### src/rtl/core/lbpg_pkg.sv
// ----------------------------------------------------------------------------
// LED breathing pulse generator package
// Widths, codes and reset values shared by the pulse generator and its
// checker.
// ----------------------------------------------------------------------------
package lbpg_pkg;

  // Brightness at the top of the envelope.
  localparam int unsigned LEVEL_MAX = 255;

  // Field widths of a command and a result.
  localparam int unsigned COLOR_W    = 2;
  localparam int unsigned DUR_W      = 16;
  localparam int unsigned REP_W      = 8;
  localparam int unsigned LEVEL_W    = 8;
  localparam int unsigned S_TDATA_W  = 32;
  localparam int unsigned M_TDATA_W  = 32;

  // Configuration port.
  localparam int unsigned PADDR_W    = 3;
  localparam int unsigned PDATA_W    = 32;
  localparam int unsigned CFG_W      = 8;
  localparam logic [CFG_W-1:0] STEP_PERIOD_RST = 8'd10;
  localparam logic [CFG_W-1:0] MIN_STEPS_RST   = 8'd10;

  // Register indexes, taken from paddr bit 2.
  localparam logic REG_STEP_PERIOD = 1'b0;
  localparam logic REG_MIN_STEPS   = 1'b1;

  // Commands carried on tuser.
  localparam logic CMD_START = 1'b0;
  localparam logic CMD_TICK  = 1'b1;

  // Colour codes.
  localparam logic [COLOR_W-1:0] COLOR_RED   = 2'd0;
  localparam logic [COLOR_W-1:0] COLOR_GREEN = 2'd1;
  localparam logic [COLOR_W-1:0] COLOR_BLUE  = 2'd2;
  localparam logic [COLOR_W-1:0] COLOR_OFF   = 2'd3;

  // Step counter and divider sizing.
  localparam int unsigned STEP_W   = 16;
  localparam int unsigned HALF_W   = STEP_W - 1;
  localparam int unsigned LVLQ_W   = $clog2(LEVEL_MAX + 1);
  localparam int unsigned PROD_W   = STEP_W + LVLQ_W;
  localparam int unsigned TQ_ITER  = LVLQ_W + 1;
  localparam int unsigned SQ_ITER  = DUR_W + 1;
  localparam int unsigned DQ_W     = (SQ_ITER > TQ_ITER) ? SQ_ITER : TQ_ITER;
  localparam int unsigned DIVR_W   = HALF_W;
  localparam int unsigned CNT_W    = $clog2(DQ_W + 1);

endpackage

### src/rtl/core/led_breathing_pulse_generator.sv
// ----------------------------------------------------------------------------
// LED breathing pulse generator
// Triangle brightness envelope for one channel of an RGB LED, driven by
// start and tick commands, with a bit-serial restoring divider.
// ----------------------------------------------------------------------------
// Steps: a start runs the divider for the step count, a tick that advances the
// envelope runs it for a level, and any other command goes straight to its result.
// Throughput: one command at a time; the shared divider retires one quotient
// bit per cycle (17 bits for the step count, 9 bits for a level).
// Reset: asynchronous and active low; it clears the pulse state and the
// levels, and loads both configuration registers with 10.
module led_breathing_pulse_generator (
  input  logic                             clk_i,
  input  logic                             rst_ni,
  // Configuration port.
  input  logic                             psel_i,
  input  logic                             penable_i,
  input  logic                             pwrite_i,
  input  logic [lbpg_pkg::PADDR_W-1:0]     paddr_i,
  input  logic [lbpg_pkg::PDATA_W-1:0]     pwdata_i,
  output logic [lbpg_pkg::PDATA_W-1:0]     prdata_o,
  output logic                             pready_o,
  // Command stream.
  input  logic                             s_axis_tvalid_i,
  output logic                             s_axis_tready_o,
  // color [1:0], duration [17:2], repeat_count [25:18], zero [31:26]
  input  logic [lbpg_pkg::S_TDATA_W-1:0]   s_axis_tdata_i,
  // command [0]
  input  logic                             s_axis_tuser_i,
  // Result stream.
  output logic                             m_axis_tvalid_o,
  input  logic                             m_axis_tready_i,
  // red_level [7:0], green_level [15:8], blue_level [23:16], active [24],
  // start_accepted [25], zero [31:26]
  output logic [lbpg_pkg::M_TDATA_W-1:0]   m_axis_tdata_o
);

  localparam logic [1:0] ST_IDLE = 2'd0;
  localparam logic [1:0] ST_DIV  = 2'd1;
  localparam logic [1:0] ST_FIN  = 2'd2;

  localparam logic [1:0] OP_NONE  = 2'd0;
  localparam logic [1:0] OP_START = 2'd1;
  localparam logic [1:0] OP_TICK  = 2'd2;

  localparam int unsigned STEP_W  = lbpg_pkg::STEP_W;
  localparam int unsigned HALF_W  = lbpg_pkg::HALF_W;
  localparam int unsigned LEVEL_W = lbpg_pkg::LEVEL_W;
  localparam int unsigned DQ_W    = lbpg_pkg::DQ_W;
  localparam int unsigned DIVR_W  = lbpg_pkg::DIVR_W;
  localparam int unsigned CNT_W   = lbpg_pkg::CNT_W;
  localparam int unsigned PROD_W  = lbpg_pkg::PROD_W;
  localparam int unsigned CFG_W   = lbpg_pkg::CFG_W;
  localparam int unsigned COLOR_W = lbpg_pkg::COLOR_W;
  localparam int unsigned REP_W   = lbpg_pkg::REP_W;
  localparam int unsigned DUR_W   = lbpg_pkg::DUR_W;

  // Configuration registers.
  logic [CFG_W-1:0] step_period_q, min_steps_q;
  logic             cfg_wr;

  assign pready_o = 1'b1;
  assign cfg_wr   = psel_i && penable_i && pwrite_i;

  always_ff @(posedge clk_i or negedge rst_ni) begin
    if (!rst_ni) begin
      step_period_q <= lbpg_pkg::STEP_PERIOD_RST;
      min_steps_q   <= lbpg_pkg::MIN_STEPS_RST;
    end else if (cfg_wr) begin
      unique case (paddr_i[2])
        lbpg_pkg::REG_STEP_PERIOD: step_period_q <= pwdata_i[CFG_W-1:0];
        lbpg_pkg::REG_MIN_STEPS:   min_steps_q   <= pwdata_i[CFG_W-1:0];
        default: ;
      endcase
    end
  end

  assign prdata_o = (paddr_i[2] == lbpg_pkg::REG_MIN_STEPS) ?
                    lbpg_pkg::PDATA_W'(min_steps_q) :
                    lbpg_pkg::PDATA_W'(step_period_q);

  // Pulse state.
  logic [1:0]         state_q, state_d;
  logic [1:0]         op_q, op_d;
  logic               running_q, running_d;
  logic [COLOR_W-1:0] color_q, color_d;
  logic [STEP_W-1:0]  idx_q, idx_d;
  logic [STEP_W-1:0]  spp_q, spp_d;
  logic [REP_W-1:0]   reps_q, reps_d;
  logic [LEVEL_W-1:0] lvl_q [3];
  logic [LEVEL_W-1:0] lvl_d [3];

  // Captured start fields.
  logic [COLOR_W-1:0] new_color_q, new_color_d;
  logic [REP_W-1:0]   new_reps_q, new_reps_d;

  // Divider.
  logic [DIVR_W-1:0]  rem_q, rem_d;
  logic [DIVR_W-1:0]  div_q, div_d;
  logic [DQ_W-1:0]    dq_q, dq_d;
  logic [CNT_W-1:0]   cnt_q, cnt_d;

  // Output register.
  logic                                 m_valid_q, m_valid_d;
  logic [lbpg_pkg::M_TDATA_W-1:0]       m_data_q, m_data_d;

  // Incoming fields.
  logic               in_cmd;
  logic [COLOR_W-1:0] in_color;
  logic [DUR_W-1:0]   in_dur;
  logic [REP_W-1:0]   in_reps;
  logic               accept;

  assign in_cmd   = s_axis_tuser_i;
  assign in_color = s_axis_tdata_i[COLOR_W-1:0];
  assign in_dur   = s_axis_tdata_i[COLOR_W+DUR_W-1:COLOR_W];
  assign in_reps  = s_axis_tdata_i[COLOR_W+DUR_W+REP_W-1:COLOR_W+DUR_W];

  assign s_axis_tready_o = (state_q == ST_IDLE);
  assign accept          = s_axis_tvalid_i && s_axis_tready_o;

  // Start setup: ceiling division of the duration by twice the period.
  logic [CFG_W-1:0]   period_eff, floor_eff;
  logic [CFG_W:0]     twice;
  logic [DUR_W:0]     ceil_num;

  assign period_eff = (step_period_q == '0) ? CFG_W'(1) : step_period_q;
  assign floor_eff  = (min_steps_q < CFG_W'(2)) ? CFG_W'(2) : min_steps_q;
  assign twice      = {period_eff, 1'b0};
  assign ceil_num   = (DUR_W+1)'(in_dur) + (DUR_W+1)'(twice) - (DUR_W+1)'(1);

  // Tick setup: distance from the nearer end of the pulse, scaled by the peak.
  logic [HALF_W-1:0]  half;
  logic [STEP_W-1:0]  num;
  logic [PROD_W-1:0]  prod;

  assign half = spp_q[STEP_W-1:1];
  always_comb begin
    if (idx_q < STEP_W'(half)) begin
      num = idx_q;
    end else if (spp_q >= idx_q) begin
      num = spp_q - idx_q;
    end else begin
      num = '0;
    end
  end
  assign prod = PROD_W'(num) * PROD_W'(lbpg_pkg::LEVEL_MAX);

  // One restoring step.
  logic [DIVR_W:0]    trial, diff;
  logic               fits;

  assign trial = {rem_q, dq_q[DQ_W-1]};
  assign diff  = trial - {1'b0, div_q};
  assign fits  = (trial >= {1'b0, div_q});

  // Finishing values.
  logic [DQ_W-1:0]    steps_raw;
  logic [STEP_W-1:0]  idx_inc;
  logic [LEVEL_W-1:0] lvl_sat;
  logic               out_free;

  assign steps_raw = (dq_q < DQ_W'(floor_eff)) ? DQ_W'(floor_eff) : dq_q;
  assign idx_inc   = idx_q + STEP_W'(1);
  assign lvl_sat   = (dq_q > DQ_W'({LEVEL_W{1'b1}})) ? {LEVEL_W{1'b1}} :
                     dq_q[LEVEL_W-1:0];
  assign out_free  = !m_valid_q || m_axis_tready_i;

  always_comb begin
    state_d     = state_q;
    op_d        = op_q;
    running_d   = running_q;
    color_d     = color_q;
    idx_d       = idx_q;
    spp_d       = spp_q;
    reps_d      = reps_q;
    lvl_d       = lvl_q;
    new_color_d = new_color_q;
    new_reps_d  = new_reps_q;
    rem_d       = rem_q;
    div_d       = div_q;
    dq_d        = dq_q;
    cnt_d       = cnt_q;
    m_valid_d   = m_valid_q && !m_axis_tready_i;
    m_data_d    = m_data_q;

    unique case (state_q)
      ST_IDLE: begin
        if (accept) begin
          new_color_d = in_color;
          new_reps_d  = in_reps;
          if (in_cmd == lbpg_pkg::CMD_START) begin
            if (running_q && in_reps != '0) begin
              op_d    = OP_NONE;
              state_d = ST_FIN;
            end else begin
              op_d    = OP_START;
              rem_d   = '0;
              div_d   = DIVR_W'(twice);
              dq_d    = DQ_W'(ceil_num);
              cnt_d   = CNT_W'(lbpg_pkg::SQ_ITER);
              state_d = ST_DIV;
            end
          end else if (running_q) begin
            op_d    = OP_TICK;
            rem_d   = DIVR_W'(prod >> lbpg_pkg::TQ_ITER);
            div_d   = DIVR_W'(half);
            dq_d    = DQ_W'(prod[lbpg_pkg::TQ_ITER-1:0]) << (DQ_W - lbpg_pkg::TQ_ITER);
            cnt_d   = CNT_W'(lbpg_pkg::TQ_ITER);
            state_d = ST_DIV;
          end else begin
            op_d    = OP_NONE;
            state_d = ST_FIN;
          end
        end
      end
      ST_DIV: begin
        rem_d = fits ? diff[DIVR_W-1:0] : trial[DIVR_W-1:0];
        dq_d  = {dq_q[DQ_W-2:0], fits};
        cnt_d = cnt_q - CNT_W'(1);
        if (cnt_q == CNT_W'(1)) begin
          state_d = ST_FIN;
        end
      end
      ST_FIN: begin
        if (out_free) begin
          unique case (op_q)
            OP_START: begin
              running_d = 1'b1;
              color_d   = new_color_q;
              idx_d     = '0;
              spp_d     = steps_raw[STEP_W-1:0];
              reps_d    = new_reps_q;
            end
            OP_TICK: begin
              for (int c = 0; c < 3; c++) begin
                lvl_d[c] = (color_q == COLOR_W'(c)) ? lvl_sat : '0;
              end
              idx_d = idx_inc;
              if (idx_inc >= spp_q) begin
                if (reps_q != '0) begin
                  reps_d = reps_q - REP_W'(1);
                  idx_d  = '0;
                end else begin
                  running_d = 1'b0;
                  color_d   = lbpg_pkg::COLOR_OFF;
                end
              end
            end
            default: ;
          endcase
          m_valid_d = 1'b1;
          m_data_d  = lbpg_pkg::M_TDATA_W'({(op_q == OP_START), running_d,
                                            lvl_d[2], lvl_d[1], lvl_d[0]});
          state_d   = ST_IDLE;
        end
      end
      default: state_d = ST_IDLE;
    endcase
  end

  always_ff @(posedge clk_i or negedge rst_ni) begin
    if (!rst_ni) begin
      state_q   <= ST_IDLE;
      op_q      <= OP_NONE;
      running_q <= 1'b0;
      color_q   <= lbpg_pkg::COLOR_OFF;
      idx_q     <= '0;
      spp_q     <= '0;
      reps_q    <= '0;
      lvl_q[0]  <= '0;
      lvl_q[1]  <= '0;
      lvl_q[2]  <= '0;
      cnt_q     <= '0;
      m_valid_q <= 1'b0;
    end else begin
      state_q   <= state_d;
      op_q      <= op_d;
      running_q <= running_d;
      color_q   <= color_d;
      idx_q     <= idx_d;
      spp_q     <= spp_d;
      reps_q    <= reps_d;
      lvl_q     <= lvl_d;
      cnt_q     <= cnt_d;
      m_valid_q <= m_valid_d;
    end
  end

  always_ff @(posedge clk_i) begin
    new_color_q <= new_color_d;
    new_reps_q  <= new_reps_d;
    rem_q       <= rem_d;
    div_q       <= div_d;
    dq_q        <= dq_d;
    m_data_q    <= m_data_d;
  end

  assign m_axis_tvalid_o = m_valid_q;
  assign m_axis_tdata_o  = m_data_q;

endmodule

### config.mk
export PLATFORM = sky130hd
export DESIGN_NAME = led_breathing_pulse_generator
export DESIGN_NICKNAME = d
export VERILOG_FILES = /design/src/rtl/core/lbpg_pkg.sv /design/src/rtl/core/led_breathing_pulse_generator.sv
export SDC_FILE = /design/constraint.sdc
export NUM_CORES = 1
export LEC_CHECK = 0
export BUFFER_PORTS_ARGS = -buffer_cell sky130_fd_sc_hd__buf_2
export CAP_MARGIN = 10
export CORE_UTILIZATION = 50
export DETAILED_ROUTE_END_ITERATION = 10
export GPL_TIMING_DRIVEN = 0
export PLACE_DENSITY = 0.72
export SLEW_MARGIN = 20
export SYNTH_ARGS = -nofsm -noshare
export SYNTH_HDL_FRONTEND = slang
export SYNTH_SLANG_ARGS = --single-unit
### constraint.sdc
create_clock -name clk_i -period 11.4 [get_ports clk_i]
set_input_delay 1.14 -clock clk_i [delete_from_list [all_inputs] [get_ports clk_i]]
set_output_delay 1.14 -clock clk_i [all_outputs]
set_load 0.05 [all_outputs]
==> metrics.md, run 1 <==
| Metric | Value |
|---|---|
| TritonCTS clock tree | `done` |
| Clock root buffer | `clkbuf_16` |
| Worst ir drop on vdd | `about 0.00017 V` |
| Clk buf depth | `2` |
| Setup repair bufs after CTS | `0` |
| Final Critical Period | `between 7 and 8 ns` |
| WP data required | `roughly 12 ns` |
| RSZ-0062 raised after global routing | `false` |
| Critical path startpoint category | `flip-flop` |
| Adder-cell area share of the yosys netlist | `about a fifth` |
| First-pass GRT wire length | `roughly 60000 microns` |
| Synth cell types | `78` |
| CTS Buf Count | `17` |
| CP Class | `flip-flop to flip-flop` |
| Slew Viols, Final | `0` |
| Post-synthesis compound-gate area fraction | `between 10% and 20%` |
| XOR/XNOR Fraction of Synth Area | `between 4 and 5%` |
| Final core utilization | `57.1%` |
| Mapped Area | `0.0149 sq mm` |
| Number of flops mapped to enable cells by yosys | `83` |
| Starting DRT DRC Count | `800` |
| FP Rows | `between 60 and 70` |
| Crit path from | `idx_q[5]` |
| Worst Tran Pin Value | `around 1.0 ns` |
| Top_reg_cell synth | `dfrtp_1` |
| CTS resizes | `0` |
| Total Power | `about 4.8 mW` |
| Core ar. | `0.0289 sq mm` |
| Max_cap viols | `0` |
| Reg area | `approximately 0.0048 sq mm` |
| Hold/Removal Path Class | `flip-flop to flip-flop` |
| DRC | `0` |
| N_diodes | `0` |
| Post-DP HPWL | `just under 30000 microns` |
| Post-route cell area | `~0.017 sq mm` |
| Outcome | `finished, final reports clean` |
| Post-synthesis mux area share | `~3.3%` |
| Clock skew | `0.0241 ns` |
| Critical path endpoint | `rem_q[13]` |
| Area used by multi-input combinational logic | `0.00886 sq mm` |
| Final period utilization | `between 60% and 70%` |
| Vias | `around 12000` |
| Seq/Total Area, Yosys | `between 30% and 40%` |
| Total die area | `just over 0.03 sq mm` |
| Fin nets | `a little over 2000` |
| Ys async rst share | `52.8%` |
| CP Data Arrival Time | `between 8 and 9 ns` |
| Clock Latency Late Sink | `0.45 ns` |
| Vias in the first global route | `around 12000` |
| Post-CTS Hold Buffers | `0` |
| Largest family of logic cells by synthesized area | `adder cells` |
| Port-buffer cells | `77` |
| Height of the die | `between 150 and 200 microns` |
| Max Fclk | `between 0.1 and 0.15 GHz` |
| Reg2Reg Setup Slack | `approximately 3.4 ns` |
| Worst flop-to-flop path startpoint | `idx_q[5]` |
| Drt first pass iters | `7` |
| Routed vias/inst | `about 5.7` |
| LEAKAGE | `7.72 nW` |
| GRT Total Usage | `between 20 and 30%` |
| Largest net degree at the start of global routing | `between 50 and 60` |
| Num ports | `between 100 and 150` |
| Final setup fails | `0` |
| Fill count | `between 2000 and 3000` |
| Most common cell after layout, fill and taps aside | `inv_1` |
| CP max FO | `10` |
| Post-Syn Instances | `around 1600` |
| Worst slew margin | `31.1%` |
| Clock Pin Slew Worst Setup and Hold Paths | `around 0.080 ns` |
| Most frequent cells in the layout | `226 x inv_1, 145 x ha_1, 130 x nand2_1, 108 x o21ai_0, 99 x nor2_1` |
| Chip width | `between 150 and 200 microns` |
| Reg2reg end | `rem_q[13]` |
| Wire per inst | `17.4 microns` |
| Layout cell share with drive strength beyond 1 | `12.2%` |
| Post-Synth Simple-Gate Area | `12.3%` |
| Worst setup EP type | `flip-flop` |
| Initial Util | `~50%` |
| Warnings from Yosys | `0` |
| Setup TNS | `0 ns` |
| P&R area growth vs syn | `11.2%` |
| DRT antenna net count | `0` |
| Final Hold Violating Endpoints | `0` |
| GRT overflow | `0` |
| Antenna violations before repair | `0` |
| Post-synthesis average cell area | `about 9.2 sq um` |
| Routability cong. | `between 0.9 and 1` |
| H-tree Lvls | `4` |
| Clock Sinks | `around 180` |
| Yosys reg bits | `roughly 180` |
| Placed Area | `between 0.015 and 0.02 sq mm` |
| Pwr dens | `roughly 290 mW/mm^2` |
| DRT Wirelength | `around 37000 microns` |
| R2R cell count | `27` |
routing by layer:
metal / GRT usage, % / vias up / wire length, microns
li1: - / 5848 / -
met1: 33.3 / 5858 / 16000
met2: 41.9 / 384 / 17800
met3: 3.89 / 63 / 2210
met4: 8.66 / 0 / 1120
met5: 0 / - / 0
final cells by class:
| cell class | instances | area share, % |
|---|---|---|
| Multi-Input combinational cell | 1157 | 53.6 |
| Buffer | 79 | 2.61 |
| Sequential cell | 176 | 29.2 |
| Clock buffer | 17 | 2.58 |
| Clock inverter | 15 | 1.29 |
| Timing Repair Buffer | 79 | 2.58 |
| Inverter | 229 | 5.20 |
| Tap cell | 384 | 2.91 |
flip-flops by register name, indices dropped and copies added, names as in the netlist:
| register | count |
|---|---|
| dq_q | 17 |
| op_q | 2 |
| reps_q | 8 |
| step_period_q | 8 |
| new_reps_q | 8 |
| rem_q | 15 |
| idx_q | 16 |
| color_q | 2 |
| spp_q | 16 |
| state_q | 2 |
| new_color_q | 2 |
| running_q | 1 |
| cnt_q | 5 |
| min_steps_q | 8 |
| div_q | 15 |
| m_axis_tvalid_o | 1 |
| lvl_q | 24 |
| m_axis_tdata_o | 26 |
Yosys cell counts, drive strengths merged, types with 7 or more instances:
library cell | instances | area [sq um]
clkbuf | 32 | 120
o2bb2ai | 24 | 210
o31a | 8 | 70.1
nor3 | 37 | 185
fa | 63 | 1260
o211ai | 12 | 95.1
buf | 47 | 310
dfrtp | 87 | 2180
nand4 | 12 | 75.1
a31oi | 21 | 138
o21ai | 110 | 554
edfxtp | 83 | 2490
o31ai | 9 | 87.6
o22ai | 33 | 206
nor2b | 13 | 81.3
nand2b | 15 | 93.8
a211oi | 8 | 60.1
a22oi | 7 | 57.6
or3 | 16 | 110
inv | 227 | 852
ha | 145 | 1810
and3 | 8 | 50.1
nor2 | 100 | 378
nand2 | 130 | 488
xor2 | 34 | 298
a21oi | 78 | 402
a21o | 26 | 195
xnor2 | 42 | 368
mux2i | 17 | 170
o21a | 17 | 128
nand3 | 39 | 200
mux2 | 28 | 315
critical path: stages, from the launching register on:
cell and delay [ns]:
dfrtp_1 0.40, clkbuf_1 0.43, inv_1 0.26, ha_1 0.44, a21oi_1 0.20, o21ai_0 0.14
nand3_1 0.11, o211ai_1 0.09, a31oi_2 0.53, buf_2 0.32, nor3_1 0.07, a21oi_1 0.37
fa_1 0.51, inv_1 0.16, fa_1 0.46, fa_1 0.54, inv_1 0.05, fa_1 0.53
inv_1 0.05, ha_1 0.34, o21a_1 0.21, nor2_1 0.15, o31ai_1 0.12, o21ai_0 0.43
o211ai_1 0.16, a31oi_1 0.22, xor2_1 0.28, o211ai_1 0.12
where the power goes:
group	switching (mW)	total [mW]	internal (mW)
sequential	0.171	1.13	0.963
clock	0.322	0.631	0.309
combinational	1.89	2.99	1.10
per-stage QoR:
step,hold WS (ns),cells,worst slack [ns]
final,0.491,2136,3.42
after global routing,0.515,2136,2.99
after CTS,0.489,2136,3.53
after detailed placement,0.462,2104,3.64
after global placement,0.463,2102,3.73
after floorplan,0.449,1641,4.72
worst min path at each step:
stage,from,to,slack [ns],cells past startpoint
after floorplan,new_reps_q[7],reps_q[7],0.45,1
after global placement,new_reps_q[7],reps_q[7],0.46,1
after detailed placement,new_reps_q[7],reps_q[7],0.46,1
after CTS,new_reps_q[7],reps_q[7],0.49,1
after global routing,lvl_q[9],lvl_q[9],0.52,2
final,lvl_q[15],lvl_q[15],0.49,2
cell families (layout without fill, tap and decap cells):
kind of cell	after synthesis	count (layout)
AOI/OAI and AO/OA	404	404
xor gates and xnor gates	76	76
adders and majority gates	208	208
buffers and inverters	308	419
DFF	176	176
muxes	45	45
other	2	31
and+or+nand+nor	393	393
Power figures use the tool's default switching activity.
==> run 2: changes to the inputs <==
--- a/config.mk
+++ b/config.mk
@@ -5,12 +5,13 @@
 export SDC_FILE = /design/constraint.sdc
 export NUM_CORES = 1
 export LEC_CHECK = 0
+export ABC_AREA = 1
 export BUFFER_PORTS_ARGS = -buffer_cell sky130_fd_sc_hd__buf_2
 export CAP_MARGIN = 10
 export CORE_UTILIZATION = 50
 export DETAILED_ROUTE_END_ITERATION = 10
 export GPL_TIMING_DRIVEN = 0
-export PLACE_DENSITY = 0.72
+export PLACE_DENSITY = 0.75
 export SLEW_MARGIN = 20
 export SYNTH_ARGS = -nofsm -noshare
 export SYNTH_HDL_FRONTEND = slang
==> constraint.sdc (replaced) <==
create_clock -name clk_i -period 6.9 [get_ports clk_i]
set_input_delay 0.69 -clock clk_i [delete_from_list [all_inputs] [get_ports clk_i]]
set_output_delay 0.69 -clock clk_i [all_outputs]
set_load 0.05 [all_outputs]
==> metrics.md, run 2 <==
| Metric | Value |
|---|---|
| Final Critical Period | `approximately 6.5 ns` |
| Routed vias/inst | `5.31` |
| Clock Latency Late Sink | `roughly 0.45 ns` |
| Most common cell after layout, fill and taps aside | `nand2_1` |
| Most frequent cell after synthesis | `nand2_1` |
| Worst Tran Pin Value | `between 0.9 and 1 ns` |
| Hold WS | `0.120 ns` |
| Num ports | `around 140` |
| CP Class | `flip-flop to flip-flop` |
| Antenna violations before repair | `1` |
| Initial Util | `between 50% and 60%` |
| Synth cell types | `56` |
| Post-Syn Instances | `1985` |
| GRT overflow | `0` |
| TritonCTS clock tree | `done` |
| Reg2reg end | `rem_q[14]` |
| Max Fclk | `between 0.15 and 0.2 GHz` |
| Final setup fails | `0` |
| Final Hold Violating Endpoints | `0` |
| Most frequent cells in the layout | `419 x nand2_1, 389 x inv_1, 151 x o21ai_0, 145 x ha_1, 118 x nor2_1` |
| Outcome | `finished, final reports clean` |
| Clock skew | `around 0.02 ns` |
| Height of the die | `between 150 and 200 microns` |
| Placed Instances | `between 2000 and 2500` |
| CTS Buf Count | `17` |
| Top post-synthesis cells by area | `edfxtp_1 16%, dfrtp_1 14%, ha_1 12%, nand2_1 10%, inv_1 9.5%` |
| CP max FO | `10` |
| Met1 Resource Use GR | `between 30 and 40%` |
| DRT Wirelength | `between 30000 and 40000 microns` |
| Number of flops mapped to enable cells by yosys | `between 80 and 90` |
| Max reg flops | `26` |
| Max_cap viols | `0` |
| Ys async rst share | `between 50 and 60%` |
| H-tree Lvls | `4` |
| Largest stage delay, worst path | `approximately 0.62 ns` |
| Port-buffer cells | `78` |
| Met3 Use GR | `3.15%` |
| Post-synthesis average cell area | `7.75 sq um` |
| Slew Viols, Final | `0` |
| Core ar. | `about 0.030 sq mm` |
| Synth top area share | `between 10% and 20%` |
| Setup TNS | `0 ns` |
| N_diodes | `0` |
| Clock Pin Slew Worst Setup and Hold Paths | `around 0.08 ns` |
| Post-CTS Hold Buffers | `0` |
| Critical path startpoint category | `flip-flop` |
| Clk buf depth | `2` |
| Starting DRT DRC Count | `about 1000` |
| Reg2Reg Setup Slack | `~0.38 ns` |
| Layout cell share with drive strength beyond 1 | `11.0%` |
| Busiest layer in global routing | `met2` |
| Worst flop-to-flop path startpoint | `spp_q[12]` |
| Worst setup EP type | `flip-flop` |
| Met2 usage | `43.3%` |
| Warnings from Yosys | `0` |
| RSZ-0062 raised after global routing | `true` |
| Top_reg_cell synth | `dfrtp_1` |
| CP Data Arrival Time | `around 6.7 ns` |
| Hold/Removal Path Class | `input port to async pin` |
| WP data required | `between 7 and 8 ns` |
| R2R cell count | `26` |
| Drt first pass iters | `8` |
| Wire per inst | `15.2 microns` |
| P&R area growth vs syn | `11.3%` |
| Clock root buffer | `clkbuf_16` |
| GRT Total Usage | `between 20% and 30%` |
| Fin nets | `2398` |
| Seq/Total Area, Yosys | `between 30% and 40%` |
| DRC | `0` |
| Worst slew margin | `35.6%` |
| Fill count | `2740` |
| CP most frequent cell | `inv_1` |
| CP max-delay cell | `fa_1` |
| DRT antenna net count | `0` |
| Clock Sinks | `between 150 and 200` |
| First-pass GRT wire length | `63000 microns` |
| Routability cong. | `~0.95` |
| Mapped Area | `about 0.015 sq mm` |
| Chip width | `177 microns` |
| Final period utilization | `a little over nine tenths` |
| Post-route insts no fill | `2518` |
| Commonest cells post-synth | `419 x nand2_1, 389 x inv_1, 157 x o21ai_0, 145 x ha_1, 121 x nor2_1` |
| Total die area | `0.0315 sq mm` |
| Synth area leader | `edfxtp_1` |
| Largest net degree at the start of global routing | `63` |
| FP Rows | `between 60 and 70` |
| Post-DP HPWL | `between 30000 and 40000 microns` |
| Vias in the first global route | `approximately 13000` |
| Yosys reg bits | `around 180` |
| Vias | `13400` |
[run 2: cell count changes after synthesis, sizes merged, moves of 16 or more]
cell,delta
a21o,-19
a21oi,+27
clkbuf,-16
inv,+169
mux2,-28
nand2,+308
nand3,+45
nor2,+29
nor3,-17
o21ai,+65
o2bb2ai,-24
or3,-16
xnor2,-22
[run 2: per-stage QoR]
step | instance area [sq um] | utilization [%] | setup slack (ns)
after floorplan | 15500 | - | 1.03
after global placement | 16400 | 54.7 | 0.0780
after detailed placement | 16500 | 54.9 | -0.00670
after CTS | 17100 | 57.0 | 0.0708
after global routing | 17100 | 57.2 | -0.0145
final | 17100 | 57.2 | 0.381
[run 2: cell type report]
cell class,count,area [sq um],share of cell area (%)
plain buffers,62,393,2.29
well taps,390,488,2.85
clock buffers,17,425,2.48
flip-flops and latches,176,4830,28.2
clock inverters,15,170,0.993
multi-input cells,1379,8870,51.8
inverters,397,1490,8.70
repair buffers,82,467,2.72
[run 2: critical path: cells and delay by family, from the launching register on]
| family | cells | cell delay, ns |
|---|---|---|
| simple gates | 6 | 0.94 |
| buf+inv | 8 | 0.79 |
| fa+ha+maj | 6 | 2.91 |
| flops | 1 | 0.52 |
| compound gates | 6 | 1.10 |
[run 2: worst max path at each step]
stage,to,from,cells past startpoint
after global placement,rem_q[14],idx_q[11],26
after detailed placement,rem_q[14],spp_q[15],26
after global routing,rem_q[2],idx_q[6],25
final,rem_q[14],spp_q[12],26
after floorplan,rem_q[9],idx_q[11],26
after CTS,rem_q[14],spp_q[15],22
[run 2: what timing repair did]
item                                   4_1_cts  5_1_grt
gates resized for setup                      2       22
endpoints found under the hold margin        0        0
setup buffers                                0        2
pin swaps                                    0        1
setup endpoints to repair                    1       13
[run 2: cell families (layout without fill, tap and decap cells)]
family	Yosys count	count (layout)	share of synthesized area, %
adder cells (fa/ha/maj)	208	208	20.0
XOR/XNOR	50	50	2.85
flip-flops	176	176	31.4
AND/OR/NAND/NOR	708	708	19.5
other	2	31	0.0488
buffers and inverters	459	573	12.2
AO/OA/AOI/OAI	379	379	13.9
multiplexers	3	3	0.195
[run 2: routing by layer]
metal	wire length [microns]	part of all wire [%]
met1	17000	44
met2	18700	49
met5	0	0
met4	782	2.0
met3	1910	5.0
Power of run 2 is not shown: default switching activity piles up to over one toggle a cycle in this logic, so the estimate is an artifact.
